--- src/rtl/core/spq_pkg.sv ---
// ----------------------------------------------------------------------------
// spq_pkg
// Command and status codes of the stable priority queue.
// ----------------------------------------------------------------------------
`default_nettype none
package spq_pkg;
    localparam logic [1:0] CMD_ENQ  = 2'd0;
    localparam logic [1:0] CMD_DEQ  = 2'd1;
    localparam logic [1:0] CMD_PEEK = 2'd2;

    localparam logic [1:0] ST_OK    = 2'd0;
    localparam logic [1:0] ST_FULL  = 2'd1;
    localparam logic [1:0] ST_EMPTY = 2'd2;
endpackage
`default_nettype wire

--- src/rtl/core/stable_priority_queue.sv ---
// ----------------------------------------------------------------------------
// stable_priority_queue
// Bounded sorted priority queue, FIFO order among equal priorities.
// ----------------------------------------------------------------------------
// Usage:
//   Input channel (in_valid / in_stall) carries one command per beat:
//   enqueue (data_in, priority_in), dequeue front, or peek front. Code 3
//   acts as a peek. Every beat yields exactly one result beat on the output
//   channel (out_valid / out_stall): status, front data and priority
//   (zero for enqueue and empty), and the entry count after the command.
//   Entries live in a circular buffer in one RAM, sorted front first.
//   Dequeue and peek make one RAM read of the front entry; on an empty
//   store they make none.
//   Enqueue walks from the tail toward the front, moving one lower-priority
//   entry back per cycle, passing up to CAPACITY-1 entries; a refused or
//   empty-store enqueue goes straight to the result without a walk.
//   One command is in flight at a time; the next is taken once the result
//   is loaded into the output register, which holds while out_stall is high.
//   Reset empties the queue at once (count and head; the RAM is not
//   cleared); RAM contents are never read before they are written.
// ----------------------------------------------------------------------------
`default_nettype none
module stable_priority_queue
    import spq_pkg::*;
#(
    parameter int CAPACITY      = 64,
    parameter int DATA_BITS     = 32,
    parameter int PRIORITY_BITS = 16
) (
    input  wire logic                     clk,
    input  wire logic                     rst_n,
    input  wire logic                     in_valid,
    output logic                          in_stall,
    input  wire logic [1:0]               command,
    input  wire logic [DATA_BITS-1:0]     data_in,
    input  wire logic [PRIORITY_BITS-1:0] priority_in,
    output logic                          out_valid,
    input  wire logic                     out_stall,
    output logic [1:0]                    status,
    output logic [DATA_BITS-1:0]          data_out,
    output logic [PRIORITY_BITS-1:0]      priority_out,
    output logic [6:0]                    count
);
    localparam int AW = $clog2(CAPACITY);
    localparam int CW = $clog2(CAPACITY + 1);
    localparam int MW = PRIORITY_BITS + DATA_BITS;

    typedef enum logic [2:0] {
        S_IDLE,
        S_DISPATCH,
        S_FRONT,
        S_CMP,
        S_PLACE,
        S_RESULT
    } state_t;

    state_t                   state_reg;
    logic [1:0]               cmd_reg;
    logic [DATA_BITS-1:0]     new_data_reg;
    logic [PRIORITY_BITS-1:0] new_prio_reg;
    logic [AW-1:0]            head_reg;
    logic [CW-1:0]            count_reg;
    logic [AW-1:0]            hole_reg;     // physical slot now free
    logic [CW-1:0]            hole_cnt_reg; // its logical index
    logic [1:0]               res_status_reg;
    logic [DATA_BITS-1:0]     res_data_reg;
    logic [PRIORITY_BITS-1:0] res_prio_reg;
    logic                     out_valid_reg;
    logic [1:0]               status_reg;
    logic [DATA_BITS-1:0]     data_out_reg;
    logic [PRIORITY_BITS-1:0] prio_out_reg;
    logic [CW-1:0]            count_out_reg;

    logic                     mem_we;
    logic [AW-1:0]            mem_waddr;
    logic [MW-1:0]            mem_wdata;
    logic                     mem_re;
    logic [AW-1:0]            mem_raddr;
    logic [MW-1:0]            mem_rdata;
    logic [PRIORITY_BITS-1:0] rd_prio;
    logic [DATA_BITS-1:0]     rd_data;
    logic [AW:0]              tail_sum;
    logic [AW-1:0]            tail_phys;
    logic                     moves_back;
    logic [CW+6:0]            count_ext;

    function automatic logic [AW-1:0] wrap_inc(input logic [AW-1:0] a);
        return (a == AW'(CAPACITY - 1)) ? '0 : a + 1'b1;
    endfunction

    function automatic logic [AW-1:0] wrap_dec(input logic [AW-1:0] a);
        return (a == '0) ? AW'(CAPACITY - 1) : a - 1'b1;
    endfunction

    assign rd_prio    = mem_rdata[MW-1:DATA_BITS];
    assign rd_data    = mem_rdata[DATA_BITS-1:0];
    assign tail_sum   = {1'b0, head_reg} + (AW+1)'(count_reg);
    assign tail_phys  = (tail_sum >= (AW+1)'(CAPACITY)) ?
                        AW'(tail_sum - (AW+1)'(CAPACITY)) : tail_sum[AW-1:0];
    // new entry goes ahead of strictly lower priorities only
    assign moves_back = new_prio_reg > rd_prio;

    // RAM port control
    always_comb
    begin
        mem_we    = 1'b0;
        mem_waddr = hole_reg;
        mem_wdata = {new_prio_reg, new_data_reg};
        mem_re    = 1'b0;
        mem_raddr = wrap_dec(tail_phys);
        case (state_reg)
            S_DISPATCH:
            begin
                if (cmd_reg == CMD_ENQ)
                begin
                    if (count_reg == '0)
                    begin
                        mem_we    = 1'b1;
                        mem_waddr = head_reg;
                    end
                    else if (count_reg != CW'(CAPACITY))
                    begin
                        mem_re = 1'b1;
                    end
                end
                else if (count_reg != '0)
                begin
                    mem_re    = 1'b1;
                    mem_raddr = head_reg;
                end
            end
            S_CMP:
            begin
                mem_we = 1'b1;
                if (moves_back)
                begin
                    mem_wdata = mem_rdata;
                    mem_re    = (hole_cnt_reg != CW'(1));
                    mem_raddr = wrap_dec(wrap_dec(hole_reg));
                end
            end
            S_PLACE:
            begin
                mem_we = 1'b1;
            end
            default:
            begin
            end
        endcase
    end

    spq_ram #(
        .DEPTH (CAPACITY),
        .WIDTH (MW)
    ) u_ram (
        .clk   (clk),
        .we    (mem_we),
        .waddr (mem_waddr),
        .wdata (mem_wdata),
        .re    (mem_re),
        .raddr (mem_raddr),
        .rdata (mem_rdata)
    );

    always_ff @(posedge clk or negedge rst_n)
    begin
        if (!rst_n)
        begin
            state_reg     <= S_IDLE;
            head_reg      <= '0;
            count_reg     <= '0;
            out_valid_reg <= 1'b0;
        end
        else
        begin
            // S_RESULT owns out_valid_reg in its own cycle
            if (out_valid_reg && !out_stall && state_reg != S_RESULT)
            begin
                out_valid_reg <= 1'b0;
            end
            case (state_reg)
                S_IDLE:
                begin
                    if (in_valid)
                    begin
                        cmd_reg      <= command;
                        new_data_reg <= data_in;
                        new_prio_reg <= priority_in;
                        state_reg    <= S_DISPATCH;
                    end
                end
                S_DISPATCH:
                begin
                    res_data_reg <= '0;
                    res_prio_reg <= '0;
                    hole_reg     <= tail_phys;
                    hole_cnt_reg <= count_reg;
                    if (cmd_reg == CMD_ENQ)
                    begin
                        if (count_reg == CW'(CAPACITY))
                        begin
                            res_status_reg <= ST_FULL;
                            state_reg      <= S_RESULT;
                        end
                        else if (count_reg == '0)
                        begin
                            count_reg      <= count_reg + 1'b1;
                            res_status_reg <= ST_OK;
                            state_reg      <= S_RESULT;
                        end
                        else
                        begin
                            state_reg <= S_CMP;
                        end
                    end
                    else if (count_reg == '0)
                    begin
                        res_status_reg <= ST_EMPTY;
                        state_reg      <= S_RESULT;
                    end
                    else
                    begin
                        state_reg <= S_FRONT;
                    end
                end
                S_FRONT:
                begin
                    res_status_reg <= ST_OK;
                    res_data_reg   <= rd_data;
                    res_prio_reg   <= rd_prio;
                    if (cmd_reg == CMD_DEQ)
                    begin
                        head_reg  <= wrap_inc(head_reg);
                        count_reg <= count_reg - 1'b1;
                    end
                    state_reg <= S_RESULT;
                end
                S_CMP:
                begin
                    res_status_reg <= ST_OK;
                    if (moves_back)
                    begin
                        hole_reg     <= wrap_dec(hole_reg);
                        hole_cnt_reg <= hole_cnt_reg - 1'b1;
                        if (hole_cnt_reg == CW'(1))
                        begin
                            state_reg <= S_PLACE;
                        end
                    end
                    else
                    begin
                        count_reg <= count_reg + 1'b1;
                        state_reg <= S_RESULT;
                    end
                end
                S_PLACE:
                begin
                    count_reg <= count_reg + 1'b1;
                    state_reg <= S_RESULT;
                end
                S_RESULT:
                begin
                    if (!out_valid_reg || !out_stall)
                    begin
                        out_valid_reg <= 1'b1;
                        status_reg    <= res_status_reg;
                        data_out_reg  <= res_data_reg;
                        prio_out_reg  <= res_prio_reg;
                        count_out_reg <= count_reg;
                        state_reg     <= S_IDLE;
                    end
                end
                default:
                begin
                    state_reg <= S_IDLE;
                end
            endcase
        end
    end

    assign count_ext    = {7'b0, count_out_reg};
    assign in_stall     = (state_reg != S_IDLE);
    assign out_valid    = out_valid_reg;
    assign status       = status_reg;
    assign data_out     = data_out_reg;
    assign priority_out = prio_out_reg;
    assign count        = count_ext[6:0];
endmodule
`default_nettype wire

--- src/rtl/core/spq_ram.sv ---
// ----------------------------------------------------------------------------
// spq_ram
// Simple dual-port entry store, one write and one registered read per cycle.
// ----------------------------------------------------------------------------
`default_nettype none
module spq_ram #(
    parameter int DEPTH = 64,
    parameter int WIDTH = 48
) (
    input  wire logic                     clk,
    input  wire logic                     we,
    input  wire logic [$clog2(DEPTH)-1:0] waddr,
    input  wire logic [WIDTH-1:0]         wdata,
    input  wire logic                     re,
    input  wire logic [$clog2(DEPTH)-1:0] raddr,
    output logic      [WIDTH-1:0]         rdata
);
    logic [WIDTH-1:0] mem [DEPTH];

    always_ff @(posedge clk)
    begin
        if (we)
        begin
            mem[waddr] <= wdata;
        end
    end

    always_ff @(posedge clk)
    begin
        if (re)
        begin
            rdata <= mem[raddr];
        end
    end
endmodule
`default_nettype wire

--- config.mk ---
export PLATFORM = sky130hd
export DESIGN_NAME = stable_priority_queue
export DESIGN_NICKNAME = d
export VERILOG_FILES = /design/src/rtl/core/spq_pkg.sv /design/src/rtl/core/stable_priority_queue.sv /design/src/rtl/core/spq_ram.sv
export SDC_FILE = /design/constraint.sdc
export NUM_CORES = 2
export LEC_CHECK = 0
export BUFFER_PORTS_ARGS = -buffer_cell sky130_fd_sc_hd__buf_2
export CORE_MARGIN = 1
export CORE_UTILIZATION = 35
export DETAILED_ROUTE_END_ITERATION = 12
export PLACE_DENSITY = 0.45
export SYNTH_ARGS = -nofsm -noshare
export SYNTH_HDL_FRONTEND = slang
export SYNTH_SLANG_ARGS = --single-unit
--- constraint.sdc ---
create_clock -name clk -period 7.2 [get_ports clk]
set_input_delay 1.08 -clock clk [delete_from_list [all_inputs] [get_ports clk]]
set_output_delay 1.08 -clock clk [all_outputs]
set_load 0.02 [all_outputs]
Word level (Yosys, flattened, before mapping)
Memories as Yosys holds them, arrays and structs flattened. A register that Yosys moved wholly into a read port is not among the register bits.
Index checks and enable logic that the tools add are counted.
{"block": "classes", "add_sub_neg": 9, "n_lt_le_gt_ge": 2, "n_eq_ne": 23, "mux": 54, "n_reduce_logical": 28}
{"op": "$mux 48", "n": 2}
{"op": "$mux 6", "n": 12}
{"op": "$pmux 32 s2", "n": 1}
{"op": "$mux 7", "n": 6}
{"op": "$pmux 16 s2", "n": 1}
{"op": "$pmux 7 s4", "n": 1}
{"op": "$mux 3", "n": 8}
{"op": "$pmux 6 s2", "n": 2}
{"op": "$sub 6x1->6 const B", "n": 4}
{"op": "$logic_not 6->1", "n": 3}
{"op": "$gt 16x16->1", "n": 1}
{"op": "$ne 2x2->1 const B", "n": 8}
{"op": "$pmux 3 s5", "n": 1}
{"op": "$pmux 7 s2", "n": 1}
{"op": "$sub 7x1->7 const B", "n": 2}
{"op": "$mux 1", "n": 12}
{"op": "$ne 3x3->1 const B", "n": 4}
{"op": "$reduce_and 3->1", "n": 4}
{"op": "$mux 2", "n": 4}
{"op": "$add 6x7->7", "n": 1}
{"op": "$add 7x1->7 const B", "n": 1}
{"op": "$eq 7x1->1 const B", "n": 1}
{"op": "$eq 7x7->1 const B", "n": 1}
{"op": "$ge 7x7->1 const B", "n": 1}
{"op": "other kinds (24)", "n": 34}
{"block": "word_totals", "register_bits": 187, "ram_bits": 3072, "inputBits": 54, "output_inout_bits": 59, "n_memories": 1}
{"name": "u_ram.mem", "words": 64, "word_bits": 48, "read_ports": 1, "rd_clocked_by_memory_dff": 1, "write_ports": 1, "line": "spq_ram.sv:18", "text": "logic [WIDTH-1:0] mem [DEPTH];"}

Depth between registers and ports, before layout
{"block": "depth", "depth_word": 8, "depth_mapped": 20}

Cells and area by module
Synthesis repeated with hierarchy kept, for this count alone.
{"block": "hier_totals", "hier_cells": 5602, "area_unflattened_um2": 126169.8}
{"module": "spq_ram", "n_inst": 1, "cells_each": 4970, "area_per_inst_um2": 117597.8, "seq_area_each_um2": 93689.9}
{"module": "stable_priority_queue", "n_inst": 1, "cells_each": 632, "area_per_inst_um2": 8572.0, "seq_area_each_um2": 5530.3}

Worst setup path after synthesis
OpenSTA, ideal clock, no wires.
{"block": "synth_timing", "path_kind": "input to register", "startpoint": "input rst_n", "endpoint": "register cmd_reg[0] (enable)", "setup_time_ns": 0.599, "t_arrival_ns": 6.369, "required_ns": 6.601, "path_slack_ns": 0.232, "path_stages": 2, "path_buffers": 0, "cell_sequence": "nand2b_1 nor4b_1"}
{"block": "synth_via", "elab_chain_len": 1}
{"element": "start: declaration", "line": "stable_priority_queue.sv:31", "text": "input wire logic rst_n,"}
{"element": "$reduce_and 3->1 (no source line)"}
{"element": "end signal: assignment", "line": "stable_priority_queue.sv:186", "text": "cmd_reg <= command;"}
{"element": "end: declaration", "line": "stable_priority_queue.sv:58", "text": "logic [1:0] cmd_reg;"}
No other way between the ends.
A chain may end at the register's enable or synchronous reset.

Worst setup path in the final report
{"block": "layout_timing", "startpoint": "register u_ram.rdata[43], read port of u_ram.mem", "endpoint": "register u_ram.rdata[36], read port of u_ram.mem, data pin"}
{"block": "layout_via", "elab_chain_len": 3, "word_cells_on_any_way": 5}
{"element": "start: declaration", "line": "spq_ram.sv:16", "text": "output logic [WIDTH-1:0] rdata"}
{"element": "$gt 16x16->1 *", "line": "stable_priority_queue.sv:101", "text": "assign moves_back = new_prio_reg > rd_prio;"}
{"element": "$mux 6 / $mux 1 (equally long branches)", "line": "stable_priority_queue.sv:135", "text": "if (moves_back)"}
{"element": "$pmux 6 s2 / $pmux 1 s2 (equally long branches)", "line": "stable_priority_queue.sv:111", "text": "case (state_reg)"}
Every way passes the cells marked *; elsewhere a longest branch is shown, timed or not.

==> results.md <==
- Status: finished, final reports clean
- Hold-fix buffers at CTS: 0
- Chip height: 610.1 microns
- Register area share after synthesis: 76.66%
- Initial antenna violation count: 22
- Most frequent cells in the layout: edfxtp_1, nand2_1, mux2i_1, nand3_1, clkbuf_16
- Placeable Area: 366,900 sq um
- PnR worst setup slack: 410.0 ps
- Worst Path Max Fanout: 53
- Fillers: 33,100
- Hold crit path type: in2async
- Unique masters post-synth: 75
- Synth Area in Adders: 0.3596%
- Req. time, crit path: 7770 ps
- Clock Pin Slew Worst Setup and Hold Paths: 70 ps
- Num rows: 222
- Die area: 372,300 sq um
- Final Core Density: 40.85%
- DP HPWL: 265,500 microns
- Root buffer cell: clkbuf_16
- Crit path capture type: flip-flop
- Largest family of logic cells by synthesized area: multiplexers
- Slew Limit Fails: 0
- Yosys reg bits: 3,307
- Number of clock sinks: 3,307
- Largest regs: u_ram.mem x3072, u_ram.rdata x48
- I/O Buffers: 112
- Max_cap viols: 0
- Setup TNS Final: 0 ps
- Synth Flop Type: edfxtp_1
- Fin nets: 8,392
- CP startpoint kind: flip-flop
- Commonest non-fill, non-tap cell in the layout: edfxtp_1
- H-tree depth: 5
- 1st-iter DRT viols: 8,954
- Routed len/inst: 33.24 microns
- Largest net degree at the start of global routing: 129
- Vias in the first global route: 73,360
- Ratio of cells with drive above 1 in the final layout: 15.86%
- Pre-CTS setup slack: 522.5 ps
- First-pass GRT wire length: 615,600 microns
- GR Overflow Total: 0
- Synth Area in Compound Gates: 4.896%
- CP Class: reg2reg
- Worst Skew: 48.22 ps
- Synthesized Nets: 8,023
- Multi-input gate area: 28,820 sq um
- Maximum clock rate: 147.3 MHz
- Fraction of synthesized area in multiplexers: 8.534%
- Syn Std Cell Area: 129,400 sq um
- Xor/xnor cell area share of the yosys netlist: 0.1895%
- Tot GR Track Use: 23.66%
- Async SR Flop Fraction: 0.5141%
- Post-synth EDFFs: 3,290
- Clk_lat worst skew: 960 ps
- FF/Latch Area: 99,220 sq um
- Post-CTS setup buffer count: 0
- Actual slew at the worst max-slew pin: 1422 ps
- DRT Wirelength: 449,500 microns
- Final period utilization: 94.30%
- Placer Congestion: 0.8279
- Endpoints failing setup: 0
- Boundary pin count: 113
- Synthesis Warnings: 0
- Post_cts resized: 0
- Die width: 610.1 microns
- Largest register FFs: 3,072
- Drt via density: 5.637
- Post-route ant nets: 0
- Fin. Hold Viols: 0
- Initial core utilization: 35.28%
- Detailed-route via count: 76,210
- RSZ-0062 raised after global routing: no
- Post-synthesis simple-gate area fraction: 7.575%
- CTS tree: done
- Cell count after synthesis: 7,933
- P&R area growth vs syn: 15.80%
- CTS buffer count: 357
- Clk buf depth: 4
- Syn Area/Cell: 16.32 sq um
- Largest Register: u_ram.mem
- CP arrival: 7360 ps
- Final Critical Period: 6790 ps
- DR pass1 iterations: 6
- Max-slew headroom: 4.959%
- Hold slack: 119.0 ps
- DRC violations left: 0
## worst paths after layout
path                                                    start                        end  slack (ps)  depth (start not counted)
worst max-delay path                u_ram.rdata[43]$_DFFE_PP_  u_ram.rdata[36]$_DFFE_PP_         410                         15
worst min-delay path                                    rst_n    head_reg[0]$_DFFE_PN0P_         120                          1
worst max register to register      u_ram.rdata[43]$_DFFE_PP_  u_ram.rdata[36]$_DFFE_PP_         410                         15
worst min register to register  res_data_reg[4]$_SDFFCE_PN0P_      data_out[4]$_DFFE_PP_         410                          0
max in group asynchronous                               rst_n   count_reg[3]$_DFFE_PN0P_        6690                          1
min in group clk                                   command[1]       cmd_reg[1]$_DFFE_PP_         320                          1
## logic make-up after synthesis
logic type,after synthesis
xor gates and xnor gates,28
adders and majority gates,36
DFF,3307
AOI/OAI and AO/OA,945
and+or+nand+nor,2302
muxes,810
buffers and inverters,505
## worst max-delay path, stage by stage, from the launching register on
cell	delay [ps]
edfxtp_1	610
inv_1	270
ha_1	390
nand4_1	130
or2_1	260
or4_1	680
nand3_1	200
or4_1	210
and3_4	810
buf_12	400
buf_4	340
mux4_2	270
mux2i_1	70
a22oi_1	500
o31ai_1	160
a21oi_1	920
## final cells by class
class / instances / area share [%]
clock inverter: 209 / 1.281
antenna: 9 / 0.01503
timing repair buffer: 478 / 2.825
tap: 4928 / 4.114
sequential: 3307 / 66.20
multi-input combinational: 4121 / 19.23
inverter: 37 / 0.09266
clock buffer: 431 / 6.245
## layer usage
metal	global-route usage, %	up-vias	wire length, microns
li1	-	31620	-
met1	34.13	40830	197500
met2	37.84	3210	209100
met3	3.712	563	32880
met4	4.966	0	9950
met5	0	-	0
## synth_stat cells, types with 35 or more instances
cell	n	area (sq um)
edfxtp_1	3290	98790
nand2_1	1405	5274
mux2i_1	541	5415
nand3_1	483	2417
a21oi_1	266	1331
mux4_2	231	5202
clkbuf_1	225	844.6
nor2_1	180	675.7
o21ai_0	141	705.7
buf_2	136	680.7
a32oi_1	112	980.9
a31oi_1	98	613.1
buf_1	56	210.2
and2_1	48	300.3
o22ai_1	48	300.3
nor3_1	44	220.2
o221ai_1	41	359.1
nor4_1	40	250.2
mux2_2	38	427.9
inv_1	36	135.1
buf_4	35	262.8
## per-stage QoR
step / cell area [sq um] / cells
2_1_floorplan: 129400 / 7933
3_3_place_gp: 138600 / 12870
3_5_place_dp: 138600 / 12870
4_1_cts: 149900 / 13510
5_1_grt: 149900 / 13510
6_report: 149900 / 13520
Power is left out: the tool's default activity adds up to more than one toggle a clock period on the data nets, which glitch-free logic cannot reach.
